===== src/hdl/ibmh_pkg.sv =====
// shared constants, codes and types of the indexed binary min-heap
`default_nettype none
package ibmh_pkg;

   localparam int HEAP_DEPTH  = 1024;
   localparam int ELEMENT_IDS = 1024;
   localparam int KEY_BITS    = 32;

   localparam int IDX_W = $clog2(HEAP_DEPTH);
   localparam int CNT_W = $clog2(HEAP_DEPTH + 1);
   localparam int ELEM_W = $clog2(ELEMENT_IDS);
   localparam int CHILD_W = IDX_W + 2;

   localparam logic [1:0] ACT_INSERT  = 2'd0;
   localparam logic [1:0] ACT_EXTRACT = 2'd1;
   localparam logic [1:0] ACT_PEEK    = 2'd2;
   localparam logic [1:0] ACT_QUERY   = 2'd3;

   localparam logic [1:0] STS_OK    = 2'd0;
   localparam logic [1:0] STS_EMPTY = 2'd1;
   localparam logic [1:0] STS_FULL  = 2'd2;
   localparam logic [1:0] STS_DUP   = 2'd3;

   typedef struct packed {
      logic [KEY_BITS-1:0] key;
      logic [ELEM_W-1:0]   elem;
   } entry_type;

   typedef struct packed {
      logic accept;
      logic clear_wr;
      logic insert_commit;
      logic extract_commit;
      logic rsp_load;
      logic rd_parent;
      logic rd_children;
      logic up_step;
      logic down_step;
      logic place;
   } cmd_type;

   typedef struct packed {
      logic [1:0] action;
      logic       present;
      logic       count_zero;
      logic       count_one;
      logic       full;
      logic       at_root;
      logic       up_less;
      logic       no_child;
      logic       down_less;
      logic       clear_last;
      logic       rsp_free;
   } stat_type;

endpackage
`default_nettype wire


===== src/hdl/ibmh_ctrl.sv =====
// controller state machine of the indexed binary min-heap
`default_nettype none
module ibmh_ctrl
   import ibmh_pkg::*;
(
   input  wire logic     clock,
   input  wire logic     reset,
   input  wire logic     req_valid,
   output logic          req_stall,
   input  wire stat_type stat,
   output cmd_type       cmd
);

   localparam logic [2:0] ST_CLEAR    = 3'd0;
   localparam logic [2:0] ST_IDLE     = 3'd1;
   localparam logic [2:0] ST_DECIDE   = 3'd2;
   localparam logic [2:0] ST_UP_CHECK = 3'd3;
   localparam logic [2:0] ST_UP_CMP   = 3'd4;
   localparam logic [2:0] ST_DOWN_RD  = 3'd5;
   localparam logic [2:0] ST_DOWN_CMP = 3'd6;

   logic [2:0] state_ff, state_in;

   assign req_stall = !((state_ff == ST_IDLE) && stat.rsp_free);

   always_comb begin
      cmd = '0;
      state_in = state_ff;
      case (state_ff)
         ST_CLEAR: begin
            cmd.clear_wr = 1'b1;
            if (stat.clear_last) state_in = ST_IDLE;
         end
         ST_IDLE: begin
            if (req_valid && !req_stall) begin
               cmd.accept = 1'b1;
               state_in = ST_DECIDE;
            end
         end
         ST_DECIDE: begin
            cmd.rsp_load = 1'b1;
            state_in = ST_IDLE;
            if (stat.action == ACT_INSERT && !stat.present && !stat.full) begin
               cmd.insert_commit = 1'b1;
               state_in = ST_UP_CHECK;
            end else if (stat.action == ACT_EXTRACT && !stat.count_zero) begin
               cmd.extract_commit = 1'b1;
               if (!stat.count_one) state_in = ST_DOWN_RD;
            end
         end
         ST_UP_CHECK: begin
            if (stat.at_root) begin
               cmd.place = 1'b1;
               state_in = ST_IDLE;
            end else begin
               cmd.rd_parent = 1'b1;
               state_in = ST_UP_CMP;
            end
         end
         ST_UP_CMP: begin
            if (stat.up_less) begin
               cmd.up_step = 1'b1;
               state_in = ST_UP_CHECK;
            end else begin
               cmd.place = 1'b1;
               state_in = ST_IDLE;
            end
         end
         ST_DOWN_RD: begin
            if (stat.no_child) begin
               cmd.place = 1'b1;
               state_in = ST_IDLE;
            end else begin
               cmd.rd_children = 1'b1;
               state_in = ST_DOWN_CMP;
            end
         end
         ST_DOWN_CMP: begin
            if (stat.down_less) begin
               cmd.down_step = 1'b1;
               state_in = ST_DOWN_RD;
            end else begin
               cmd.place = 1'b1;
               state_in = ST_IDLE;
            end
         end
         default: state_in = ST_IDLE;
      endcase
   end

   always_ff @(posedge clock) begin
      if (reset) state_ff <= ST_CLEAR;
      else state_ff <= state_in;
   end

endmodule
`default_nettype wire


===== config.mk =====
export PLATFORM = sky130hd
export DESIGN_NAME = ibmh_ctrl
export DESIGN_NICKNAME = d
export VERILOG_FILES = /design/src/hdl/ibmh_pkg.sv /design/src/hdl/ibmh_ctrl.sv
export SDC_FILE = /design/constraint.sdc
export NUM_CORES = 1
export LEC_CHECK = 0
export ABC_CLOCK_PERIOD_IN_PS = 1760
export BUFFER_PORTS_ARGS = -buffer_cell sky130_fd_sc_hd__buf_2
export CORE_AREA = 2 2 39 41
export CTS_BUF_LIST = sky130_fd_sc_hd__clkbuf_16
export DETAILED_ROUTE_END_ITERATION = 8
export DIE_AREA = 0 0 41 43
export HOLD_SLACK_MARGIN = 0.12
export PLACE_DENSITY = 0.54
export SETUP_SLACK_MARGIN = 0.1
export SLEW_MARGIN = 25
export SYNTH_ARGS = -nofsm -noshare
export SYNTH_HDL_FRONTEND = slang
export SYNTH_SLANG_ARGS = --single-unit
export TNS_END_PERCENT = 1

===== constraint.sdc =====
create_clock -name clock -period 1.76 [get_ports clock]
set_input_delay 0.088 -clock clock [delete_from_list [all_inputs] [get_ports clock]]
set_output_delay 0.088 -clock clock [all_outputs]
set_load 0.01 [all_outputs]

==> flow_summary.toml, run 1 <==
[setup_path]
reg2reg_depth = 3
rrSetupSlack_ps = 160
critPathLaunchType = "flip-flop"
cp.required_ps = 1910
worstSetupEndpointType = "flip-flop"
worst-path-max-fanout = 3
crit_type = "flip-flop to flip-flop"
r2r_end = "state_ff[2]"
arrival_ps = 1750
r2r_start = "state_ff[0]"

[power_and_ir_drop]
irDropWorstVdd_mv = 0.349
powerDensity_nw_per_um2 = 826
p_leak_uw = 0.000282
p_switching_uw = 91.5
switching_share_pct = 19.0
combPwrFrac_pct = 11.9
p_seq_share_pct = 14.9
power_frac_clock_pct = 73.2
intPower_uw = 391

[timing]
fin_crit_sh_pct = 90.9
fin_crit_ps = 1600
rsz0062_at_grt = "no"
fmax_ghz = 0.625
finalWorstSetupSlack_ps = 160
finalHoldViolCount = 0
setup_tns_ps = 0
setup_viol = 0
tightestPinTransition_ps = 237
worst_clock_skew_ps = 1.31
finalMaxSlewViolations = 0
slew_headroom_pct = 84.1

[clock_tree]
cts.clk_slew.worst_paths_ps = 30
clk-insertion-delay-late_ps = 220
htreeDepth = 1
post_cts_buffers = 0
cts.sinks = 3
cts_buffers = 3
cts_tree = "built"
root_buffer = "clkbuf_16"
clockBufferDepth = 2

[floorplan]
die_height_um = 43
rows = 14
fp.dieArea_um2 = 1760
core_area_um2 = 1380
io_pins = 26
initial_utilization_pct = 24.2
die_w_um = 41

[yosys]
yosysSeqAreaShare_pct = 17.9
ys_types = 25
yosysWarnings = 0
synth.area.top_cells = "dfxtp_1 18%, nor3b_1 9.0%, a311oi_1 7.8%"
synth_top_area_share_pct = 17.9
avgSynthCellArea_um2 = 7.13
synthCells = 47
synth_seq_cells = 3
synth_area_leader_cell = "dfxtp_1"
syn_area_um2 = 335
synth_nets = 62

[global_route]
grt_pass1_vias = 402
antenna_found_initial = 0
overflow = 0
track_usage_pct = 12.6
grt_pass1_wl_mm = 1.48
grt_max_degree = 21

[cells_and_area]
regMostFlops = "state_ff"
drive_above_1_share_pct = 44.0
multiInputGateArea_um2 = 264
fillers = 159
regArea_um2 = 60.1
syn_to_final_growth_pct = 74.3
nNetsFinal = 91
largest_reg_flops = 3
n_antenna_cell = 0
reg.largest.list = "state_ff x3"
postLayoutCoreUtil_pct = 42.2

[route]
routedWlPerCell_um = 11.2
drc = 0
antenna_left = 0
wl_mm = 1.02
drtIter0Drc = 3
via_per_inst = 4.89
vias = 445
drtPass1Iterations = 4

[run_status]
outcome = "complete, no violations"

[place]
dp_hpwl_um = 726
preCtsSetupSlack_ps = 202
gp_congestion = 0.717
io_buffer_count = 25

[hold_path]
hold_class = "input port to flip-flop"
hold_end = "state_ff[2]"
min_from = "stat[7]"
min_path_cells = 3

[job]
max-cap-violations = 0
-- stage by stage --
step	hold slack, ps	power (µW)	area (µm²)	instances
detailed placement	287	126	480	86
global route	186	503	584	91
global placement	282	126	480	86
CTS	164	487	576	91
finish	168	483	584	91
floorplan	160	96.7	335	47
-- logic make-up (layout without fill, tap and decap cells) --
kind of cell | after synthesis | count (layout) | synth area share, %
compound gates | 12 | 12 | 26.5
mux | 1 | 1 | 2.99
flops | 3 | 3 | 17.9
buf+inv | 6 | 34 | 7.83
simple gates | 25 | 25 | 44.8
-- synth_stat cells --
cell type and instances:
nand3b_1 1, nand2b_1 1, inv_1 1, buf_4 1, a311oi_1 3, nor2_1 2, clkbuf_1 3, nor3_1 4
mux2i_1 1, nor2b_1 3, dfxtp_1 3, a21oi_1 2, or4b_1 1, nor4_1 2, nor3b_1 4, nand2_1 5
a31oi_1 1, o21ai_0 2, o21a_1 1, o21ba_1 1, or4b_4 1, buf_1 1, nand3_1 1, a22o_1 1
a311o_1 1
-- repair_timing --
item                       4_1_cts  5_1_grt
pin swaps                        0        0
hold buffers                     1        0
setup endpoints to repair        1        1
hold endpoints to repair         1        0
resized for setup                1        1
-- cells in the final DEF (no fill, tap or decap), types with 3 or more instances in the layout --
cell,count
dfxtp_1,3
buf_2,25
a311oi_1,3
clkbuf_16,3
nor3b_1,4
buf_4,3
nor3_1,4
nor2b_1,3
nand2_1,5
-- power groups by stage --
stage          registers, µW  logic, µW  clock network, µW
6_report                71.8       57.4                353
5_1_grt                 72.1       64.7                367
4_1_cts                 71.8       56.7                358
3_5_place_dp            72.7       53.7                  0
3_3_place_gp            72.5       53.8                  0
2_1_floorplan           73.8       22.9                  0
-- worst max-delay path by stage --
| stage | from | endpoint | slack, ps |
|---|---|---|---|
| 6_report | state_ff[0] | state_ff[2] | 160 |
| 2_1_floorplan | state_ff[1] | state_ff[1] | 190 |
| 4_1_cts | state_ff[0] | state_ff[2] | 180 |
| 3_3_place_gp | state_ff[0] | state_ff[2] | 220 |
| 3_5_place_dp | state_ff[0] | state_ff[2] | 200 |
| 5_1_grt | state_ff[0] | state_ff[2] | 110 |
-- critical path: stages (launching register included) --
cell	delay, ps
dfxtp_1	300
or4b_4	560
or4b_1	500
a31oi_1	160
-- layer usage --
| metal | GRT usage (%) | part of all wire (%) | vias up |
|---|---|---|---|
| met1 | 13.4 | 40 | 194 |
| met2 | 20.6 | 52 | 15 |
| met4 | 8.00 | 1.9 | 0 |
| li1 | - | - | 234 |
| met5 | 0 | 0 | - |
| met3 | 3.14 | 6.5 | 2 |
-- cell type report --
| class | count | share of cell area [%] |
|---|---|---|
| Clock buffer | 3 | 12.8 |
| Tap cell | 16 | 3.43 |
| Clock inverter | 1 | 0.642 |
| Multi-Input combinational cell | 38 | 45.2 |
| Inverter | 1 | 0.642 |
| Sequential cell | 3 | 10.3 |
| Timing Repair Buffer | 29 | 27.0 |
No activity file was read; power rests on OpenSTA's default activity.
==> run 2: changes to the inputs <==
--- a/config.mk
+++ b/config.mk
@@ -12,7 +12,7 @@
 export DETAILED_ROUTE_END_ITERATION = 8
 export DIE_AREA = 0 0 41 43
 export HOLD_SLACK_MARGIN = 0.12
-export PLACE_DENSITY = 0.54
+export PLACE_DENSITY = 0.59
 export SETUP_SLACK_MARGIN = 0.1
 export SLEW_MARGIN = 25
 export SYNTH_ARGS = -nofsm -noshare
==> run 2 against run 1 <==
Wire length down 5.3%. Clock power up 2%. Critical endpoint unchanged. Worst hold slack worse by 13 ps. First-iteration DRC count up 130%. Largest cell class unchanged. Total power up 1.0%. Clock skew about the same. Global-route usage down 0.59 points. Flip-flop and latch count unchanged.
==> flow_summary.toml, run 2 (synthesis results as in run 1) <==
[run_status]
outcome = "complete, no violations"

[route]
drtPass1Iterations = 4
drc = 0
drtIter0Drc = 7
routedWlPerCell_um = 10.6
wl_um = 962
via_per_inst = 4.90
vias = 446
antenna_left = 0

[floorplan]
initial_utilization_pct = 24.2
io_pins = 26
die_w_um = 41
rows = 14
die_height_um = 43
fp.dieArea_um2 = 1760
core_area_um2 = 1380

[job]
max-cap-violations = 0

[setup_path]
critPathLaunchType = "flip-flop"
reg2reg_depth = 3
worstSetupEndpointType = "flip-flop"
cp.required_ps = 1920
crit_type = "flip-flop to flip-flop"
arrival_ps = 1720
worst-path-max-fanout = 3

[clock_tree]
clk-insertion-delay-late_ps = 230
cts_tree = "built"
cts.sinks = 3
cts_buffers = 3
clockBufferDepth = 2
cts.clk_slew.worst_paths_ps = 30
root_buffer = "clkbuf_16"
htreeDepth = 1

[cells_and_area]
nNetsFinal = 91
syn_to_final_growth_pct = 71.6
n_antenna_cell = 0
drive_above_1_share_pct = 44.0
final_cell_mix = "25 x buf_2, 5 x nand2_1, 4 x nor3b_1, 4 x nor3_1"
reg.largest.list = "state_ff x3"
regMostFlops = "state_ff"
largest_reg_flops = 3
layout.cells.non_filler = 91
fillers = 148
final_common_cell = "buf_2"

[power_and_ir_drop]
combPwrFrac_pct = 11.4
powerDensity_nw_per_um2 = 847
irDropWorstVdd_mv = 0.295
intPower_uw = 391
p_seq_share_pct = 14.7
power_frac_clock_pct = 73.9
total_power_uw = 488
p_leak_uw = 0.000280
p_switching_uw = 96.2
switching_share_pct = 19.7

[timing]
setup_tns_ps = 0
slew_headroom_pct = 82.7
setup_viol = 0
hold_ws_ps = 155
fin_crit_ps = 1560
rsz0062_at_grt = "no"
finalWorstSetupSlack_ps = 198
fmax_ghz = 0.640
fin_crit_sh_pct = 88.8
tightestPinTransition_ps = 258
finalMaxSlewViolations = 0
worst_clock_skew_ps = 1.22
finalHoldViolCount = 0

[global_route]
grt_max_degree = 21
antenna_found_initial = 0
overflow = 0
grt_pass1_vias = 395
track_usage_pct = 12.0
grt_pass1_wl_mm = 1.43

[place]
dp_cells = 86
gp_congestion = 0.699
preCtsSetupSlack_ps = 216
dp_hpwl_um = 703
io_buffer_count = 25

[hold_path]
min_path_cells = 3
hold_class = "input port to flip-flop"
[run 2: worst max-delay path, stage by stage, from the launching register on]
cell and delay (ps):
dfxtp_1 300, or4b_4 540, or4b_1 490, a31oi_1 160
[run 2: layer usage]
layer | wire length (µm) | vias up | GRT usage, %
met5 | 0 | - | 0
met2 | 411 | 20 | 17.8
met4 | 23 | 0 | 10.0
met1 | 442 | 190 | 13.4
met3 | 84 | 3 | 3.14
li1 | - | 233 | -
[run 2: through the flow]
step | cell area, µm² | util [%]
after global routing | 576 | 41.6
after global placement | 480 | 34.7
final | 576 | 41.6
after floorplan | 335 | -
after CTS | 569 | 41.1
after detailed placement | 480 | 34.7
[run 2: repair_timing]
item,CTS,global route
hold buffers,1,0
endpoints found under the hold margin,1,0
buffers inserted,0,0
setup endpoints to repair,0,1
resized for setup,0,1
[run 2: worst paths after layout]
check / from / end / slack (ps)
max: state_ff[0] / state_ff[2] / 200
min reg2reg: state_ff[0] / state_ff[0] / 640
max reg2reg: state_ff[0] / state_ff[2] / 200
min: stat[7] / state_ff[2] / 160
[run 2: final cells by class]
| cell class | instances | area, µm² | area share [%] |
|---|---|---|---|
| multi-input cells | 38 | 255 | 44.3 |
| repair buffers | 29 | 158 | 27.4 |
| clock buffers | 3 | 75.1 | 13.0 |
| flip-flops and latches | 3 | 60.1 | 10.4 |
| well taps | 16 | 20.0 | 3.48 |
| clock inverters | 1 | 3.75 | 0.652 |
| inverters | 1 | 3.75 | 0.652 |
[run 2: power groups by stage]
| stage | Sequential, µW | Combinational, µW | Clock [µW] |
|---|---|---|---|
| detailed placement | 72.6 | 53.0 | 0 |
| global route | 72.0 | 62.9 | 371 |
| floorplan | 73.8 | 22.9 | 0 |
| finish | 71.7 | 55.4 | 361 |
| CTS | 71.7 | 55.0 | 365 |
| global placement | 72.6 | 53.1 | 0 |
